### src/sv/qpd_pkg.sv
package qpd_pkg;

  localparam logic [7:0] CH_EQ = 8'h3D;
  localparam logic [7:0] CH_LF = 8'h0A;
  localparam logic [7:0] CH_CR = 8'h0D;

  localparam int JQ_DEPTH = 4;
  localparam int JQ_AW    = $clog2(JQ_DEPTH);
  localparam int JQ_CW    = $clog2(JQ_DEPTH + 1);

  typedef enum logic [1:0] {
    ESC_NONE  = 2'd0,
    ESC_EQ    = 2'd1,
    ESC_DIGIT = 2'd2
  } esc_t;

  typedef enum logic {
    JOB_BYTE = 1'b0,
    JOB_NL   = 1'b1
  } job_kind_t;

  // one unit of work for the back end: a decoded byte or a newline
  typedef struct packed {
    job_kind_t  kind;
    logic       crlf;
    logic [7:0] data;
    logic       bad;
  } job_t;

  typedef struct packed {
    logic push;
    job_t job;
  } job_wr_t;

  typedef struct packed {
    logic full;
  } job_wr_st_t;

  typedef struct packed {
    logic valid;
    job_t job;
  } job_rd_t;

  // 0..15, or bit 4 set when not a hex digit; lower case folds to upper
  function automatic logic [4:0] hex_value(input logic [7:0] b);
    logic [7:0] u;
    logic [4:0] r;
    u = b;
    if (b >= 8'h61 && b <= 8'h7A) u = b - 8'h20;
    if (u >= 8'h30 && u <= 8'h39) r = {1'b0, u[3:0]};
    else if (u >= 8'h41 && u <= 8'h46) r = 5'(u - 8'h41 + 8'd10);
    else r = 5'h10;
    return r;
  endfunction

endpackage

### src/sv/quoted_printable_decoder_top.sv
// A result is registered in the job queue and then in the output register.
// Throughput: one input beat per cycle while the job queue is not full; output drains
// one beat per cycle while out_pop is high; a CRLF newline is two beats. A four-entry
// job queue absorbs bursts between the input classifier and the output stage.
// Reset (rst_n low, synchronous): clears line/escape state, queue and output;
// newline mode returns to LF.
module quoted_printable_decoder_top (
  input  logic       clk,
  input  logic       rst_n,
  input  logic       in_push,
  output logic       in_full,
  input  logic [7:0] in_byte,
  input  logic       in_end_of_stream,
  output logic       out_empty,
  input  logic       out_pop,
  output logic [7:0] out_byte,
  output logic       out_bad_hex,
  output logic       out_last_of_run,
  input  logic       cfg_valid,
  output logic       cfg_ready,
  input  logic       cfg_newline_crlf
);
  import qpd_pkg::*;

  job_wr_t    jq_wr;
  job_wr_st_t jq_st;
  job_rd_t    jq_rd;
  logic       jq_pop;

  qpd_front u_front (
    .clk              (clk),
    .rst_n            (rst_n),
    .in_push          (in_push),
    .in_full          (in_full),
    .in_byte          (in_byte),
    .in_end_of_stream (in_end_of_stream),
    .cfg_valid        (cfg_valid),
    .cfg_ready        (cfg_ready),
    .cfg_newline_crlf (cfg_newline_crlf),
    .jq_wr            (jq_wr),
    .jq_st            (jq_st)
  );

  qpd_fifo u_fifo (
    .clk    (clk),
    .rst_n  (rst_n),
    .wr     (jq_wr),
    .wr_st  (jq_st),
    .rd     (jq_rd),
    .rd_pop (jq_pop)
  );

  qpd_back u_back (
    .clk             (clk),
    .rst_n           (rst_n),
    .jq_rd           (jq_rd),
    .jq_pop          (jq_pop),
    .out_empty       (out_empty),
    .out_pop         (out_pop),
    .out_byte        (out_byte),
    .out_bad_hex     (out_bad_hex),
    .out_last_of_run (out_last_of_run)
  );

endmodule

### src/sv/qpd_front.sv
module qpd_front (
  input  logic              clk,
  input  logic              rst_n,
  input  logic              in_push,
  output logic              in_full,
  input  logic [7:0]        in_byte,
  input  logic              in_end_of_stream,
  input  logic              cfg_valid,
  output logic              cfg_ready,
  input  logic              cfg_newline_crlf,
  output qpd_pkg::job_wr_t  jq_wr,
  input  qpd_pkg::job_wr_st_t jq_st
);
  import qpd_pkg::*;

  logic       newline_crlf_r;
  logic       line_started_r, line_started_nxt;
  esc_t       esc_r, esc_nxt;
  logic [4:0] first_digit_r, first_digit_nxt;
  logic       last_eq_r, last_eq_nxt;
  logic       accept;
  logic       is_lf, is_cr, is_eq;
  logic [4:0] d_cur;
  logic       close_line;
  job_t       job;
  logic       job_emit;

  assign cfg_ready = 1'b1;
  assign in_full   = jq_st.full;
  assign accept    = in_push && !jq_st.full;

  assign is_lf = (in_byte == CH_LF);
  assign is_cr = (in_byte == CH_CR);
  assign is_eq = (in_byte == CH_EQ);
  assign d_cur = hex_value(in_byte);

  assign close_line = in_end_of_stream ? line_started_r
                    : ((is_lf || is_cr) && !(!line_started_r && is_lf));

  // next state
  always_comb begin
    line_started_nxt = line_started_r;
    esc_nxt          = esc_r;
    first_digit_nxt  = first_digit_r;
    last_eq_nxt      = last_eq_r;
    if (close_line) begin
      line_started_nxt = 1'b0;
      esc_nxt          = ESC_NONE;
      first_digit_nxt  = '0;
      last_eq_nxt      = 1'b0;
    end else if (!in_end_of_stream) begin
      line_started_nxt = 1'b1;
      if (!(is_lf && !line_started_r)) begin
        last_eq_nxt = is_eq;
        unique case (esc_r)
          ESC_NONE:  if (is_eq) esc_nxt = ESC_EQ;
          ESC_EQ: begin
            first_digit_nxt = d_cur;
            esc_nxt         = ESC_DIGIT;
          end
          ESC_DIGIT: begin
            esc_nxt         = ESC_NONE;
            first_digit_nxt = '0;
          end
          default:   esc_nxt = ESC_NONE;
        endcase
      end
    end
  end

  // job generation
  always_comb begin
    job_emit  = 1'b0;
    job.kind  = JOB_BYTE;
    job.crlf  = newline_crlf_r;
    job.data  = in_byte;
    job.bad   = 1'b0;
    if (close_line) begin
      job_emit = !last_eq_r;
      job.kind = JOB_NL;
    end else if (!in_end_of_stream && !(is_lf && !line_started_r)) begin
      unique case (esc_r)
        ESC_NONE:  job_emit = !is_eq;
        ESC_EQ:    job_emit = 1'b0;
        ESC_DIGIT: begin
          job_emit = 1'b1;
          job.bad  = first_digit_r[4] || d_cur[4];
          if (d_cur[4])              job.data = 8'hFF;
          else if (first_digit_r[4]) job.data = {4'hF, d_cur[3:0]};
          else                       job.data = {first_digit_r[3:0], d_cur[3:0]};
        end
        default:   job_emit = 1'b0;
      endcase
    end
  end

  assign jq_wr.push = accept && job_emit;
  assign jq_wr.job  = job;

  always_ff @(posedge clk) begin
    if (!rst_n) begin
      newline_crlf_r <= 1'b0;
      line_started_r <= 1'b0;
      esc_r          <= ESC_NONE;
      first_digit_r  <= '0;
      last_eq_r      <= 1'b0;
    end else begin
      if (cfg_valid) newline_crlf_r <= cfg_newline_crlf;
      if (accept) begin
        line_started_r <= line_started_nxt;
        esc_r          <= esc_nxt;
        first_digit_r  <= first_digit_nxt;
        last_eq_r      <= last_eq_nxt;
      end
    end
  end

endmodule

### src/sv/qpd_fifo.sv
module qpd_fifo (
  input  logic                 clk,
  input  logic                 rst_n,
  input  qpd_pkg::job_wr_t     wr,
  output qpd_pkg::job_wr_st_t  wr_st,
  output qpd_pkg::job_rd_t     rd,
  input  logic                 rd_pop
);
  import qpd_pkg::*;

  job_t             mem_r [JQ_DEPTH];
  logic [JQ_AW-1:0] wr_ptr_r, rd_ptr_r;
  logic [JQ_CW-1:0] cnt_r, cnt_nxt;
  logic             do_wr, do_rd;

  assign wr_st.full = (cnt_r == JQ_CW'(JQ_DEPTH));
  assign rd.valid   = (cnt_r != '0);
  assign rd.job     = mem_r[rd_ptr_r];

  assign do_wr = wr.push && !wr_st.full;
  assign do_rd = rd_pop && rd.valid;

  always_comb begin
    cnt_nxt = cnt_r;
    if (do_wr && !do_rd) cnt_nxt = cnt_r + 1'b1;
    else if (!do_wr && do_rd) cnt_nxt = cnt_r - 1'b1;
  end

  always_ff @(posedge clk) begin
    if (do_wr) mem_r[wr_ptr_r] <= wr.job;
  end

  always_ff @(posedge clk) begin
    if (!rst_n) begin
      wr_ptr_r <= '0;
      rd_ptr_r <= '0;
      cnt_r    <= '0;
    end else begin
      if (do_wr) wr_ptr_r <= wr_ptr_r + 1'b1;
      if (do_rd) rd_ptr_r <= rd_ptr_r + 1'b1;
      cnt_r <= cnt_nxt;
    end
  end

endmodule

### src/sv/qpd_back.sv
module qpd_back (
  input  logic             clk,
  input  logic             rst_n,
  input  qpd_pkg::job_rd_t jq_rd,
  output logic             jq_pop,
  output logic             out_empty,
  input  logic             out_pop,
  output logic [7:0]       out_byte,
  output logic             out_bad_hex,
  output logic             out_last_of_run
);
  import qpd_pkg::*;

  logic       out_valid_r, out_valid_nxt;
  logic [7:0] out_byte_r, out_byte_nxt;
  logic       out_bad_r, out_bad_nxt;
  logic       out_last_r, out_last_nxt;
  logic       cr_done_r, cr_done_nxt;
  logic       load, issue;

  assign load  = !out_valid_r || out_pop;
  assign issue = load && jq_rd.valid;

  always_comb begin
    out_valid_nxt = out_valid_r;
    out_byte_nxt  = out_byte_r;
    out_bad_nxt   = out_bad_r;
    out_last_nxt  = out_last_r;
    cr_done_nxt   = cr_done_r;
    jq_pop        = 1'b0;
    if (load) out_valid_nxt = 1'b0;
    if (issue) begin
      out_valid_nxt = 1'b1;
      out_bad_nxt   = 1'b0;
      out_last_nxt  = 1'b1;
      if (jq_rd.job.kind == JOB_NL) begin
        // CRLF newline spends two beats; the job stays queued for the first
        if (jq_rd.job.crlf && !cr_done_r) begin
          out_byte_nxt = CH_CR;
          out_last_nxt = 1'b0;
          cr_done_nxt  = 1'b1;
        end else begin
          out_byte_nxt = CH_LF;
          cr_done_nxt  = 1'b0;
          jq_pop       = 1'b1;
        end
      end else begin
        out_byte_nxt = jq_rd.job.data;
        out_bad_nxt  = jq_rd.job.bad;
        jq_pop       = 1'b1;
      end
    end
  end

  always_ff @(posedge clk) begin
    out_byte_r <= out_byte_nxt;
    out_bad_r  <= out_bad_nxt;
    out_last_r <= out_last_nxt;
  end

  always_ff @(posedge clk) begin
    if (!rst_n) begin
      out_valid_r <= 1'b0;
      cr_done_r   <= 1'b0;
    end else begin
      out_valid_r <= out_valid_nxt;
      cr_done_r   <= cr_done_nxt;
    end
  end

  assign out_empty       = !out_valid_r;
  assign out_byte        = out_byte_r;
  assign out_bad_hex     = out_bad_r;
  assign out_last_of_run = out_last_r;

endmodule

### config.mk
export PLATFORM = sky130hd
export DESIGN_NAME = quoted_printable_decoder_top
export DESIGN_NICKNAME = d
export VERILOG_FILES = /design/src/sv/qpd_pkg.sv /design/src/sv/quoted_printable_decoder_top.sv /design/src/sv/qpd_front.sv /design/src/sv/qpd_fifo.sv /design/src/sv/qpd_back.sv
export SDC_FILE = /design/constraint.sdc
export NUM_CORES = 1
export LEC_CHECK = 0
export ABC_AREA = 0
export BUFFER_PORTS_ARGS = -buffer_cell sky130_fd_sc_hd__buf_2
export CAP_MARGIN = 20
export CORE_ASPECT_RATIO = 1.75
export CORE_MARGIN = 1
export CORE_UTILIZATION = 61
export DETAILED_ROUTE_END_ITERATION = 10
export GPL_TIMING_DRIVEN = 0
export PLACE_DENSITY = 0.86
export SYNTH_ARGS = -nofsm -noshare
export SYNTH_HDL_FRONTEND = slang
export SYNTH_SLANG_ARGS = --single-unit
### constraint.sdc
create_clock -name clk -period 9.9 [get_ports clk]
set_input_delay 1.98 -clock clk [delete_from_list [all_inputs] [get_ports clk]]
set_output_delay 1.98 -clock clk [all_outputs]
set_load 0.03 [all_outputs]
==> results by group, run 1 <==
Cells and area
  • Final cell count without fillers: 400
  • Nets@finish: 351
  • Share of cells above drive strength 1: 0.2037
  • Finished Cell Area: 0.004039 mm^2
  • Diodes inserted: 0
  • Area delta synth->final: 10.93%

Worst setup path
  • Critical path endpoint category: register
  • Crit Path Class: input pin to register
  • CP Max Fanout: 8
  • Critical path, cell by cell: buf_2, inv_1, ha_1, mux2i_1, o31ai_4, a211o_2, o31ai_4, ha_1, inv_1, fa_1, xor2_1, or3_1, a21boi_0
  • Worst path max stage delay: 0.49 ns
  • WP data arrival: 4.95 ns
  • Top Family by Delay on Critical Path: adder cells
  • Startpoint types: input pin
  • Buf/Inv on CP: 3
  • Worst Path Required: 10.17 ns
  • Slowest stage cell, crit path: mux2i_1

Clock tree
  • Clock Root Buffer: clkbuf_8
  • Reg clk slew, reported paths: 0.07 ns
  • CTS tree: done
  • Clk sinks: 75
  • Setup Buffers After CTS: 0
  • H-tree lvl count: 3
  • Hold_buf cts: 0
  • Worst skew pair latency: 0.34 ns
  • Bufs on Longest Clock Path: 2
  • TritonCTS Buffers: 9
  • Post-CTS resize count: 0

Logic synthesis
  • Synthesized area: 0.003641 mm^2
  • Most frequent cell after synthesis: edfxtp_1
  • Area contributors post-synth: edfxtp_1 45%, dfxtp_1 12%, mux4_2 6.8%, ha_1 5.2%, inv_1 2.0%
  • Top post-synthesis cells by count: 54 x edfxtp_1, 21 x dfxtp_1, 19 x inv_1
  • Total nets after synthesis: 315
  • Post-synthesis register bit count: 75
  • Warnings from Yosys: 0
  • Register area share after synthesis: 0.5608
  • EDFF count, synth: 54
  • Synth cell types: 57
  • Post-synth top area share: 0.4454
  • Most used flip-flop cell after synthesis: edfxtp_1
  • Average size of a mapped cell: 12.82 um^2
  • Mapped Cells: 284
  • Post-synth top area cell: edfxtp_1
  • Async set-reset flop share out of synthesis: 0

STA
  • RSZ-0062 raised after global routing: false
  • Relative slew slack: 0.5490
  • Fin crit period: 4.683 ns
  • Fin Setup TNS: 0 ns
  • Fin. Hold Viols: 0
  • Final setup fails: 0
  • Period utilization: 0.4730
  • Final worst-path setup slack: 5.217 ns
  • Final Max Tran Viols: 0
  • Slew @ Worst Pin: 0.6674 ns
  • Setup Skew: 0.003936 ns
  • Fmax: 213.5 MHz

Routing
  • DR vias/cell: 5.880
  • Via count: 2352
  • Final ANT Viol Nets: 0
  • DRC: 0
  • Drt first pass iters: 4
  • Drt total wl: 6.701 mm
  • Routed len/inst: 16.75 um
  • Starting DRC count in detailed routing: 149

Power
  • Max VDD drop: 0.1313 mV
  • Pleak: 0.001469 uW
  • Power, Total: 901.0 uW
  • Power per cell area: 223.1 mW/mm^2

Placed design
  • Setup WS pre-CTS: 4.864 ns
  • Hpwl dp: 4.943 mm
  • Placed Instances: 385
  • Port buffer count: 24
  • Placed cell areas: 0.003864 mm^2
  • Final GP Congestion: 0.8713

Floorplanning
  • DIE WIDTH: 60.40 um
  • Starting Density: 0.6415
  • Row count: 36
  • I/O pin total: 28
  • CORE AREA: 0.005675 mm^2
  • Die Y: 104.2 um
  • Full die area: 0.006294 mm^2

Global routing
  • Total global routing overflow: 0
  • Gr usage total: 0.2490
  • First-pass GRT wire length: 11.12 mm
  • Largest net degree at the start of global routing: 12
  • Vias in the first global route: 2372
  • Number of antenna violations at the first check in global routing: 0

Job
  • Number of max-cap violations: 0

Run status
  • Status: finished, final reports clean

Min path
  • HP Class: register to register
## worst register-to-register path, delay by kind of cell, from the launching register on
kind,cells,cell delay [ns]
buffers and inverters,2,0.52
DFF,1,0.35
muxes,1,0.33
AOI/OAI and AO/OA,1,0.16
adders and majority gates,2,0.58
xor gates and xnor gates,1,0.17
and+or+nand+nor,3,0.78
## metrics by stage
step / hold WS, ns / util
final: 0.4741 / 0.7116
after global routing: 0.4968 / 0.7116
after CTS: 0.4664 / 0.7116
after detailed placement: 0.4568 / 0.6808
after global placement: 0.4458 / 0.6795
after floorplan: 0.4372 / -
## final timing paths
kind | endpoint | from | depth (start not counted) | slack (ns)
worst max register to register | u_fifo.cnt_r[2]$_SDFFE_PN0P_ | register | 10 | 6.93
worst min-delay path | u_front.first_digit_r[1]$_SDFFE_PN0P_ | u_front.first_digit_r[1]$_SDFFE_PN0P_ | 2 | 0.47
worst min register to register | u_front.first_digit_r[1]$_SDFFE_PN0P_ | u_front.first_digit_r[1]$_SDFFE_PN0P_ | 2 | 0.47
worst max-delay path | u_fifo.cnt_r[2]$_SDFFE_PN0P_ | in_byte[1] | 13 | 5.22
## power breakdown
| part | total [uW] | internal, uW | switching, uW |
|---|---|---|---|
| clock network | 214 | 114 | 99.3 |
| registers | 418 | 398 | 19.5 |
| logic | 270 | 106 | 163 |
| total | 901 | 619 | 282 |
## layer usage
layer,global-route usage,part of all wire,up-vias
li1,-,-,1126
met4,0.1678,0.047,0
met3,0.05970,0.034,25
met2,0.4121,0.55,73
met5,0,0,-
met1,0.2658,0.37,1128
## cell usage in the layout (no fill, tap or decap), types with 3 or more instances in the layout
| cell type | Yosys | routed |
|---|---|---|
| and2_1 | 10 | 10 |
| ha_1 | 15 | 15 |
| buf_4 | 2 | 3 |
| mux4_2 | 11 | 11 |
| buf_2 | 1 | 25 |
| xnor2_1 | 4 | 4 |
| mux2i_1 | 7 | 7 |
| o221ai_1 | 4 | 4 |
| nor2b_1 | 9 | 9 |
| a31oi_1 | 3 | 3 |
| o21ai_1 | 4 | 4 |
| nor3_1 | 4 | 4 |
| o21ai_0 | 10 | 10 |
| nand2_1 | 12 | 12 |
| clkbuf_1 | 6 | 9 |
| nor2_1 | 16 | 16 |
| inv_1 | 19 | 19 |
| edfxtp_1 | 54 | 54 |
| dfxtp_1 | 21 | 21 |
| nand3_1 | 14 | 14 |
| a21oi_1 | 10 | 10 |
| clkbuf_8 | 0 | 9 |
## area by class of cell
type / count / area, um^2
fillers: 428 / 1637
clock buffers: 12 / 135.1
multi-input cells: 179 / 1469
clock inverters: 3 / 40.04
flip-flops and latches: 75 / 2042
inverters: 19 / 71.32
repair buffers: 25 / 127.6
plain buffers: 11 / 58.81
well taps: 76 / 95.09
## flip-flops by register name, indices dropped and copies added, names as in the netlist, 2 cells and up, named ones only
signal	flops
u_back.out_byte	8
u_front.first_digit_r	5
u_fifo.wr_ptr_r	2
u_fifo.mem_r	44
u_fifo.cnt_r	3
u_fifo.rd_ptr_r	2
u_front.esc_r	2
## kinds of logic after synthesis
kind of cell,after synthesis,share of synthesized area
adders and majority gates,16,0.05704
xor gates and xnor gates,6,0.01443
buffers and inverters,30,0.03573
other,1,0.001030
DFF,75,0.5608
AOI/OAI and AO/OA,55,0.1165
and+or+nand+nor,83,0.1272
muxes,18,0.08729
Note: power is estimated with default switching activity, not from simulation.
==> run 2, diff against run 1 <==
--- a/config.mk
+++ b/config.mk
@@ -10,10 +10,10 @@
 export CAP_MARGIN = 20
 export CORE_ASPECT_RATIO = 1.75
 export CORE_MARGIN = 1
-export CORE_UTILIZATION = 61
+export CORE_UTILIZATION = 54
 export DETAILED_ROUTE_END_ITERATION = 10
 export GPL_TIMING_DRIVEN = 0
-export PLACE_DENSITY = 0.86
+export PLACE_DENSITY = 0.81
 export SYNTH_ARGS = -nofsm -noshare
 export SYNTH_HDL_FRONTEND = slang
 export SYNTH_SLANG_ARGS = --single-unit
==> constraint.sdc (replaced) <==
create_clock -name clk -period 3.83 [get_ports clk]
set_input_delay 0.766 -clock clk [delete_from_list [all_inputs] [get_ports clk]]
set_output_delay 0.766 -clock clk [all_outputs]
set_load 0.03 [all_outputs]
==> run 2 against run 1 <==
- sequential power grew to 2.6 times the previous value
- largest cell class unchanged
- critical path depth did not move
- power grew to 3.0 times the previous value
- register-to-register slack lost 6.0 ns
- sequential share of layout area is 2.1 points lower
- non-clock buffer count unchanged
- die area grew 13%
- wire length is 6.6% higher
- clock skew is 0.0012 ns higher
- critical path type unchanged
- design area increased by 4.3%
- final cell count rose by 1.8%
- via count up 0.85%
==> results by group, run 2 (same netlist as run 1, synthesis figures left out) <==
Power
  • Pleak: 0.001546 uW (+5.2%)
  • Max VDD drop: 0.3054 mV (+130%)
  • Power, Total: 2732 uW (+200%)
  • Power per cell area: 648.5 mW/mm^2 (+190%)

Global routing
  • First-pass GRT wire length: 11.95 mm (+7.4%)
  • Vias in the first global route: 2488 (+4.9%)
  • Total global routing overflow: 0 (unchanged)
  • Largest net degree at the start of global routing: 14 (+2)
  • Gr usage total: 0.2315 (-0.01746)
  • Number of antenna violations at the first check in global routing: 0 (unchanged)

Routing
  • Starting DRC count in detailed routing: 136 (-8.7%)
  • Final ANT Viol Nets: 0 (unchanged)
  • Via count: 2372 (+0.85%)
  • Drt total wl: 7.146 mm (+6.6%)
  • Routed len/inst: 17.56 um (+4.8%)
  • Drt first pass iters: 4 (unchanged)
  • DRC: 0 (unchanged)
  • DR vias/cell: 5.828 (-0.88%)

STA
  • Fin Setup TNS: 0 ns (unchanged)
  • Final setup fails: 0 (unchanged)
  • Relative slew slack: 0.5345 (-0.01457)
  • Fin crit period: 3.492 ns
  • Final worst-path setup slack: 0.3380 ns (-4.879 ns)
  • Fin. Hold Viols: 0 (unchanged)
  • Setup Skew: 0.005147 ns (+0.001211 ns)
  • Slew @ Worst Pin: 0.6910 ns (+0.02366 ns)
  • Period utilization: 0.9117
  • RSZ-0062 raised after global routing: false
  • Final Max Tran Viols: 0 (unchanged)
  • Fmax: 286.4 MHz

Clock tree
  • Hold_buf cts: 0 (unchanged)
  • Worst skew pair latency: 0.33 ns (about the same)
  • Setup Buffers After CTS: 0 (unchanged)
  • Clk sinks: 75 (unchanged)
  • TritonCTS Buffers: 9 (unchanged)
  • CTS tree: done
  • Post-CTS resize count: 0 (unchanged)
  • Bufs on Longest Clock Path: 2 (unchanged)
  • H-tree lvl count: 3 (unchanged)
  • Reg clk slew, reported paths: 0.06 ns (about the same)
  • Clock Root Buffer: clkbuf_16

Floorplanning
  • Full die area: 0.007088 mm^2 (+13%)
  • Row count: 39 (+8.3%)
  • Starting Density: 0.5568 (-0.08470)
  • DIE WIDTH: 64.07 um (+6.1%)
  • Die Y: 110.6 um (+6.2%)
  • I/O pin total: 28 (unchanged)
  • CORE AREA: 0.006539 mm^2 (+15%)

Placed design
  • Placed Instances: 391 (+1.6%)
  • Final GP Congestion: 0.9149 (+5.0%)
  • Hpwl dp: 5.108 mm (+3.3%)
  • Setup WS pre-CTS: -0.01896 ns (-4.883 ns)
  • Port buffer count: 24 (unchanged)

Cells and area
  • Share of cells above drive strength 1: 0.2123 (+0.008604)
  • Nets@finish: 351 (unchanged)
  • Final cell count without fillers: 407 (+1.8%)
  • Area delta synth->final: 15.70%
  • Max FFs per register: 44 (unchanged)
  • Register name with the most flops: u_fifo.mem_r
  • Most frequent cells in the layout: 54 x edfxtp_1, 25 x buf_2, 21 x dfxtp_1, 19 x inv_1, 16 x nor2_1
  • Diodes inserted: 0 (unchanged)
  • # fillers: 509 (+19%)
  • Commonest non-fill, non-tap cell in the layout: edfxtp_1
  • Core Util, Final: 0.6443 (-0.06736)

Job
  • Number of max-cap violations: 0 (unchanged)

Min path
  • HP Class: register to register
  • Hold_sp: u_front.first_digit_r[2]$_SDFFE_PN0P_

Worst setup path
  • CP Max Fanout: 8 (unchanged)
  • Critical path endpoint category: register
  • WP data arrival: 3.75 ns (-1.20 ns)
  • Worst Path Required: 4.09 ns (-6.08 ns)
  • Startpoint types: input pin
  • Critical path launch point: in_byte[1]
  • Crit Path Class: input pin to register

Run status
  • Status: finished, final reports clean
## run 2: cell types whose count changed in the layout (fill, tap and decap cells not counted)
cell and delta:
bufinv_16 +2, clkinv_4 +1, inv_6 +1, clkbuf_8 -9, clkinv_2 -1, clkbuf_16 +9, clkbuf_1 -2
## run 2: path summary, 6_finish.rpt
kind / slack [ns] / to / depth (start not counted)
setup / recovery: 0.34 / u_fifo.cnt_r[2]$_SDFFE_PN0P_ / 13
hold / removal: 0.46 / u_front.first_digit_r[2]$_SDFFE_PN0P_ / 2
setup reg to reg: 0.91 / u_fifo.cnt_r[2]$_SDFFE_PN0P_ / 10
hold reg to reg: 0.46 / u_front.first_digit_r[2]$_SDFFE_PN0P_ / 2
## run 2: worst max-delay path: stages
cell      delay (ns)
buf_2           0.16
inv_1           0.11
ha_1            0.28
mux2i_1         0.48
o31ai_4         0.15
a211o_2         0.36
o31ai_4         0.11
ha_1            0.26
inv_1           0.07
fa_1            0.37
xor2_1          0.17
or3_1           0.30
a21boi_0        0.16
## run 2: layout make-up
| cell class | instances | area (um^2) | area share |
|---|---|---|---|
| timing repair buffer | 25 | 127.6 | 0.03029 |
| clock inverter | 6 | 112.6 | 0.02673 |
| inverter | 19 | 71.32 | 0.01693 |
| clock buffer | 10 | 229.0 | 0.05435 |
| multi-input combinational | 179 | 1469 | 0.3487 |
| tap | 82 | 102.6 | 0.02435 |
| buffer | 11 | 58.81 | 0.01396 |
| sequential | 75 | 2042 | 0.4847 |
## run 2: per-stage QoR
| step | hold slack (ns) | cell area, um^2 |
|---|---|---|
| 4_1_cts | 0.4649 | 4213 |
| 6_report | 0.4627 | 4213 |
| 3_5_place_dp | 0.4571 | 3871 |
| 5_1_grt | 0.4817 | 4213 |
| 2_1_floorplan | 0.4372 | 3641 |
| 3_3_place_gp | 0.4481 | 3864 |
## run 2: per-layer routing
metal,GRT usage,part of all wire,vias to the layer above
met1,0.2217,0.36,1157
met5,0,0,-
met2,0.4255,0.57,65
met3,0.04545,0.025,23
li1,-,-,1127
met4,0.1561,0.044,0
## run 2: report_power, final
part	switching (uW)	internal (uW)	leakage (uW)	total (uW)
registers	49.7	1030	0.000674	1080
clock network	318	638	0.000167	957
logic	421	275	0.000705	696
